<file path="config.mk">
export PLATFORM = sky130hd
export DESIGN_NAME = svm_ctrl
export DESIGN_NICKNAME = d
export VERILOG_FILES = /design/src/rtl/core/svm_pkg.sv /design/src/rtl/core/svm_ctrl.sv
export SDC_FILE = /design/constraint.sdc
export NUM_CORES = 1
export LEC_CHECK = 0
export ABC_AREA = 1
export ABC_CLOCK_PERIOD_IN_PS = 800
export CAP_MARGIN = 20
export CELL_PAD_IN_SITES_DETAIL_PLACEMENT = 1
export CELL_PAD_IN_SITES_GLOBAL_PLACEMENT = 2
export CORE_AREA = 3 3 40 42
export DETAILED_ROUTE_END_ITERATION = 8
export DIE_AREA = 0 0 43 45
export DONT_BUFFER_PORTS = 1
export GPL_ROUTABILITY_DRIVEN = 0
export PLACE_DENSITY = 0.57
export SLEW_MARGIN = 20
export SYNTH_ARGS = -nofsm -noshare
export SYNTH_HDL_FRONTEND = slang
export SYNTH_SLANG_ARGS = --single-unit
</file>
<file path="constraint.sdc">
create_clock -name clk -period 0.8 [get_ports clk]
set_input_delay 0.12 -clock clk [delete_from_list [all_inputs] [get_ports clk]]
set_output_delay 0.12 -clock clk [all_outputs]
set_load 0.02 [all_outputs]
</file>
<file path="src/rtl/core/svm_pkg.sv">
package svm_pkg;

  localparam int FRAC_BITS    = 16;
  localparam int SAMPLE_DEPTH = 4096;
  localparam int ADDR_W       = $clog2(SAMPLE_DEPTH);
  localparam int POS_W        = 32;
  localparam int NP_W         = POS_W + 2;
  localparam int SMP_W        = 16;
  localparam int MIX_W        = 32;
  localparam int PROD_W       = 32;
  localparam int GAIN_W       = 14;
  localparam int GAIN_SHIFT   = 14;
  localparam int CENTRE_SHIFT = 5;
  localparam int CFG_IDX_W    = 4;
  localparam int CFG_DATA_W   = 24;
  localparam int IN_DATA_W    = 112;
  localparam int OUT_DATA_W   = 72;
  localparam int REQ_W        = 2;

  localparam logic [REQ_W-1:0] REQ_LOAD  = 2'd0;
  localparam logic [REQ_W-1:0] REQ_START = 2'd1;
  localparam logic [REQ_W-1:0] REQ_TICK  = 2'd2;

  localparam logic [CFG_IDX_W-1:0] CFG_VOLUME     = 4'd0;
  localparam logic [CFG_IDX_W-1:0] CFG_PAN        = 4'd1;
  localparam logic [CFG_IDX_W-1:0] CFG_LOOP_MODE  = 4'd2;
  localparam logic [CFG_IDX_W-1:0] CFG_SAMPLE_16  = 4'd3;
  localparam logic [CFG_IDX_W-1:0] CFG_SMP_LENGTH = 4'd4;
  localparam logic [CFG_IDX_W-1:0] CFG_LOOP_START = 4'd5;
  localparam logic [CFG_IDX_W-1:0] CFG_LOOP_END   = 4'd6;
  localparam logic [CFG_IDX_W-1:0] CFG_STEP       = 4'd7;

  localparam logic [1:0] LOOP_NONE = 2'd0;
  localparam logic [1:0] LOOP_FWD  = 2'd1;

  localparam logic [7:0] VOL_MAX      = 8'd128;
  localparam logic [6:0] PAN_MAX      = 7'd64;
  localparam logic [6:0] PAN_CENTRE   = 7'd32;
  localparam logic [6:0] PAN_SURR     = 7'd65;

  typedef struct packed {
    logic do_load;
    logic do_start;
    logic do_capture;
    logic do_advance;
    logic out_load;
  } svm_cmd_t;

endpackage

</file>
<file path="src/rtl/core/svm_ctrl.sv">
module svm_ctrl
  import svm_pkg::*;
(
  input  logic             clk,
  input  logic             rst_n,
  input  logic             in_tvalid,
  input  logic [REQ_W-1:0] in_tuser,
  output logic             in_tready,
  input  logic             out_tready,
  output logic             out_tvalid,
  output svm_cmd_t         cmd
);

  typedef enum logic [2:0] {
    ST_IDLE = 3'b001,
    ST_MUL  = 3'b010,
    ST_ADD  = 3'b100
  } state_t;

  state_t state_r, state_nxt;
  logic   out_valid_r, out_valid_nxt;
  logic   accept;
  logic   out_free;

  assign in_tready  = (state_r == ST_IDLE);
  assign out_tvalid = out_valid_r;
  assign accept     = in_tvalid && in_tready;
  assign out_free   = !out_valid_r || out_tready;

  always_comb begin
    state_nxt      = state_r;
    cmd            = '0;
    out_valid_nxt  = out_valid_r && !out_tready;
    case (state_r)
      ST_IDLE: begin
        if (accept) begin
          cmd.do_load    = (in_tuser == REQ_LOAD);
          cmd.do_start   = (in_tuser == REQ_START);
          cmd.do_capture = (in_tuser == REQ_TICK);
          if (in_tuser == REQ_TICK) begin
            state_nxt = ST_MUL;
          end
        end
      end
      ST_MUL: begin
        cmd.do_advance = 1'b1;
        state_nxt      = ST_ADD;
      end
      ST_ADD: begin
        // hold the result until the output register is free
        if (out_free) begin
          cmd.out_load  = 1'b1;
          out_valid_nxt = 1'b1;
          state_nxt     = ST_IDLE;
        end
      end
      default: begin
        state_nxt = ST_IDLE;
      end
    endcase
  end

  always_ff @(posedge clk) begin
    if (!rst_n) begin
      state_r     <= ST_IDLE;
      out_valid_r <= 1'b0;
    end else begin
      state_r     <= state_nxt;
      out_valid_r <= out_valid_nxt;
    end
  end

endmodule

</file>
==> results of run 1 <==
state kept, by name, indices dropped and copies added (netlist names):
register and count:
out_tvalid 1, state_r 3
through the flow:
step	total power, mW	utilization	cell area (um^2)	std cells	setup TNS, ns
6_report	0.609	0.376	483	66	-3.37
5_1_grt	0.660	0.376	483	66	-4.05
4_1_cts	0.607	0.340	437	62	-3.13
3_5_place_dp	0.337	0.279	359	56	-1.09
3_3_place_gp	0.334	0.279	359	56	-0.983
2_1_floorplan	0.304	-	283	35	-0.804
worst max-delay path: stages, from the launching register on:
cell     delay (ns)
dfxtp_2        0.32
inv_2          0.05
nand2_2        0.05
nor2_4         0.12
nand2_4        0.08
nor3_4         0.23
logic make-up after synthesis:
| logic type | count (synthesis) | share of synthesized area |
|---|---|---|
| compound gates | 4 | 0.0865 |
| simple gates | 18 | 0.405 |
| flops | 4 | 0.346 |
| buf+inv | 9 | 0.162 |
cells in the final DEF, fill, tap and decap left out, types with 2 or more instances in the layout:
cell / synthesis / routed
nand3_1: 3 / 2
inv_1: 5 / 4
nand2_2: 1 / 2
buf_6: 0 / 6
dfxtp_2: 0 / 3
clkbuf_4: 0 / 3
nor3_4: 0 / 2
buf_4: 1 / 7
inv_2: 2 / 3
nand2_1: 6 / 4
a21oi_1: 4 / 2
nor2_4: 1 / 2
synthesized netlist by cell type:
cell,instances
nand2_1,6
inv_1,5
a21oi_1,4
dfxtp_1,4
nand3_1,3
nor3_1,3
inv_2,2
nor2_1,2
buf_4,1
clkinv_1,1
nand2_2,1
nand3_2,1
nand4_1,1
nor2_4,1
worst min path at each step:
stage,startpoint,end
4_1_cts,rst_n,state_r[2]
3_5_place_dp,in_tuser[1],cmd[4]
3_3_place_gp,in_tuser[1],cmd[4]
5_1_grt,rst_n,state_r[2]
2_1_floorplan,in_tuser[1],cmd[4]
6_report,rst_n,state_r[2]
final cells by class:
cell class                      count  area share
Tap cell                           15      0.0389
Sequential cell                     4       0.181
Inverter                            8      0.0674
Multi-Input combinational cell     22       0.376
Timing Repair Buffer               14       0.290
Clock buffer                        3      0.0466
routing by layer:
layer	vias to the layer above	global-route usage	routed length [um]
li1	143	-	-
met1	140	0.0870	247
met2	9	0.135	443
met3	0	0.0518	47
met4	0	0.0181	0
met5	-	0	0
power breakdown:
group / switching, mW / leakage [nW] / internal, mW
clock: 0.0805 / 0.0138 / 0.168
sequential: 0.00688 / 0.0340 / 0.206
combinational: 0.0843 / 0.173 / 0.0632
timing repair:
action | in CTS | in global routing
gates resized for setup | 11 | 6
endpoints found under the setup margin | 11 | 11
pin swaps | 1 | 1
buffers inserted | 3 | 5
==> results.md, run 1 <==
- Status: finished, violations left
- Failing checks: negative setup slack
- Die H: 45 um
- Crit path from: state_r[1]
- H-tree lvl count: 1
- Final setup margin: -0.402 ns
- Diode count: 0
- Vias: 292
- Die area: 0.00194 mm^2
- Tightest Hold Check Type: in -> reg
- Total CTS buffers: 3
- R2r startpoint: state_r[1]
- Post-synth top area share: 0.346
- Final count of pins violating max slew: 0
- Cell area after synthesis: 231 um^2
- RSZ-0062 raised after global routing: true
- Min cycle time layout: 1.20 ns
- Clock skew: 0.000389 ns
- FP Rows: 13
- Mean routed wirelength per cell: 11.2 um
- GRT Residual Overflow: 0
- Synth area leader: dfxtp_1
- Hold Vio Cnt, Final: 0
- Final setup violation count: 11
- Clock Tree Root: clkbuf_4
- PwrDens: 1260 mW/mm^2
- Crit start category: flip-flop
- CORE AREA: 0.00128 mm^2
- Number of port buffers: 0
- Die X: 43 um
- Max FO, Critical Path: 3
- Number of synthesized register bits: 4
- Synth Instances: 35
- Share of cells above drive strength 1: 0.706
- Area of the multi-input gates: 181 um^2
- ANT nets after route: 0
- Actual slew at the worst max-slew pin: 0.272 ns
- Initial antenna violation count: 0
- Starting Density: 0.180
- Critical R2R Capture: state_r[0]
- VDD IR max: approximately 0.62 mV
- Vias in the first global route: 280
- Hold Slack: a little under 0.09 ns
- CTS tree: yes
- FF/Latch Area: 87.6 um^2
- Hold depth: 2
- First-pass DRT Iterations: 4
- Register area share after synthesis: 0.346
- Yosys warnings: 0
- Setup crit end: cmd[4]
- Fmax: 832 MHz
- Final period util: 1.50
- Syn_nets: roughly 40
- Largest net degree at the start of global routing: 5
- Reg2Reg Setup Slack: -0.34 ns
- Dpl hpwl: 552 um
- Clock sinks: 4
- Slew HR: 0.818
- Worst endpoint required time: 0.68 ns
- Setup CP Type: reg -> out
- Clock transition at path regs: 0.04 ns
- Max-cap check violation count: 0
- Vias per cell: 4.42
- Fin nets: 59
- WL final: 738 um
- Synth cell types: 14
- Filler cell count in the final layout: 157
- Clk Latency, worst-skew pair: 0.23 ns
- Area grow syn2layout: 109%
- Clock Tree Buf Depth: 2
- LEAKAGE: approximately 0.22 nW
- IO Count: 13
- First-pass GRT wire length: 1170 um
- Crit path DAT: 1.08 ns
- Top cells by area, synth: dfxtp_1 35%, nand2_1 9.7%, a21oi_1 8.6%
- Setup slack at placement: -0.228 ns
- Worst setup EP type: output port
- DRT iter0 DRCs: 1
- Drt drc: 0
- Gr usage total: 0.0808
- Avg Inst Size Synth: 6.61 um^2
- FF-to-FF path depth: 9
- Hold_buf cts: 0
(Power assumes the default switching activity.)
==> run 2, diff against run 1 <==
==> constraint.sdc (replaced) <==
create_clock -name clk -period 0.8 [get_ports clk]
set_input_delay 0.16 -clock clk [delete_from_list [all_inputs] [get_ports clk]]
set_output_delay 0.16 -clock clk [all_outputs]
set_load 0.02 [all_outputs]
==> run 2 against run 1 <==
- global-route usage grew 2.6 points
- final area fell by 6.5%
- sequential cell count did not move
- register-to-register slack gained 0.02 ns
- clock power rose by 2%
- combinational power decreased by 6%
- cell count down 1.5%
- critical path type unchanged
- first-iteration DRC count unchanged
- clock skew grew 0.0060 ns
- sequential share of layout area grew 1.3 points
- power down 1.2%
- the run still ends with negative setup slack left
==> results.md, run 2 (synthesis results as in run 1) <==
- Status: finished, violations left
- Failing checks: negative setup slack
- Commonest non-fill, non-tap cell in the layout: buf_4
- Crit start category: flip-flop
- Final period util: 1.56 (+0.0598)
- Number of port buffers: 0 (unchanged)
- Vias: 288 (-1.4%)
- Fin nets: 58 (-1.7%)
- Min cycle time layout: 1.25 ns (+0.0478 ns)
- WL final: 719 um (-2.6%)
- DRT iter0 DRCs: 1 (unchanged)
- H-tree lvl count: 1 (unchanged)
- CORE AREA: 0.00128 mm^2 (unchanged)
- RSZ-0062 raised after global routing: true
- Largest net degree at the start of global routing: 5 (unchanged)
- Final count of pins violating max slew: 0 (unchanged)
- Slew HR: 0.817 (-0.000847)
- Vias per cell: 4.43 (+0.15%)
- Initial antenna violation count: 0 (unchanged)
- Fmax: 800 MHz (-3.8%)
- Largest register FFs: 3 (unchanged)
- Clock transition at path regs: 0.04 ns (about the same)
- Hold wc startpoint: rst_n
- Tightest Hold Check Type: in -> reg
- Crit path from: state_r[1]
- Mean routed wirelength per cell: 11.1 um (-1.1%)
- First-pass GRT wire length: 1410 um (+20%)
- Die H: 45 um (unchanged)
- ANT nets after route: 0 (unchanged)
- Layout Utilization: 0.352 (-0.0243)
- Most frequent cells in the layout: 8 x buf_4, 5 x nand2_1, 5 x buf_6, 4 x inv_1
- Total CTS buffers: 3 (unchanged)
- Gr usage total: 0.106 (+0.0257)
- Area grow syn2layout: 95.1%
- PwrDens: 1330 mW/mm^2 (+5.7%)
- Filler cell count in the final layout: 160 (+1.9%)
- CTS tree: yes
- Diode count: 0 (unchanged)
- Die area: 0.00194 mm^2 (unchanged)
- Clk Latency, worst-skew pair: 0.24 ns (about the same)
- Drt drc: 0 (unchanged)
- Worst endpoint required time: 0.64 ns (-0.04 ns)
- Dpl hpwl: 523 um (-5.1%)
- Clock Tree Buf Depth: 2 (unchanged)
- Share of cells above drive strength 1: 0.640 (-0.0659)
- Starting Density: 0.180 (unchanged)
- Final setup margin: -0.450 ns (-0.0478 ns)
- Vias in the first global route: 338 (+21%)
- CP peak stage delay: 0.32 ns (about the same)
- R2r startpoint: state_r[1]
- Hold Slack: 0.116 ns (+0.0270 ns)
- Cell Chain, Critical Path: inv_2 -> nand2_2 -> nor2_4 -> nand2_4 -> nor3_4
- Clock sinks: 4 (unchanged)
- Hold Vio Cnt, Final: 0 (unchanged)
- FP Rows: 13 (unchanged)
- LEAKAGE: 0.207 nW (-6.2%)
- Biggest register: state_r
- VDD IR max: 0.512 mV (-17%)
- Max FO, Critical Path: 3 (unchanged)
- Worst setup EP type: output port
- Crit path DAT: 1.09 ns (about the same)
- Filler-free cell count of the finished design: 65 (-1.5%)
- CP max-delay cell: dfxtp_2
- Die X: 43 um (unchanged)
- Setup CP Type: reg -> out
- First-pass DRT Iterations: 2 (-2)
- Max-cap check violation count: 0 (unchanged)
- Final setup violation count: 11 (unchanged)
- Cell total after placement: 56 (unchanged)
- GRT Residual Overflow: 0 (unchanged)
- Clock Tree Root: clkbuf_4
- IO Count: 13 (unchanged)
- Clock skew: 0.00634 ns (+0.00595 ns)
- Actual slew at the worst max-slew pin: 0.273 ns (+0.00127 ns)
-- run 2: changes by cell type in the layout (fill, tap and decap cells not counted), sizes merged --
cell	before	now
clkinv	0	1
inv	8	7
buf	14	13
-- run 2: final cells by class --
type                       instances  area, um^2  area share
inverter                           8        32.5      0.0720
tap                               15        18.8      0.0416
timing repair buffer              13         116       0.258
multi-input combinational         22         174       0.385
clock buffer                       3        22.5      0.0499
sequential                         4        87.6       0.194
-- run 2: layer usage --
layer / vias to the layer above / part of all wire / global-route usage
met5: - / 0 / 0
met4: 0 / 0.033 / 0.127
met3: 2 / 0.056 / 0.0359
met2: 9 / 0.60 / 0.183
met1: 132 / 0.31 / 0.0889
li1: 145 / - / -
-- run 2: final timing paths --
path,to,depth (start not counted),slack [ns]
worst min-delay path,state_r[2],2,0.12
worst max register to register,state_r[2],7,-0.32
worst min register to register,state_r[2],2,0.57
worst max-delay path,cmd[4],5,-0.45
-- run 2: timing repair --
item | in CTS | in global routing
endpoints found under the setup margin | 11 | 11
gates resized for setup | 11 | 2
pin swaps | 1 | 0
hold buffers | 0 | 0
buffers inserted | 6 | 1
-- run 2: metrics by stage --
step	total power, mW	instance area (um^2)	TNS, ns	setup WS, ns
global route	0.649	452	-4.47	-0.522
floorplan	0.304	283	-1.00	-0.349
global placement	0.334	347	-1.30	-0.249
finish	0.602	452	-3.58	-0.450
detailed placement	0.334	347	-1.45	-0.266
CTS	0.616	448	-3.62	-0.463
-- run 2: power breakdown --
part / switching (mW) / internal [mW] / leakage [nW] / total, mW
sequential: 0.00658 / 0.204 / 0.0339 / 0.211
clock: 0.0844 / 0.168 / 0.0138 / 0.252
combinational: 0.0781 / 0.0606 / 0.160 / 0.139
total: 0.169 / 0.433 / 0.207 / 0.602
-- run 2: worst max-delay path, delay by kind of cell (launching register included) --
kind	cells	cell delay, ns
flops	1	0.32
buf+inv	1	0.06
simple gates	4	0.47
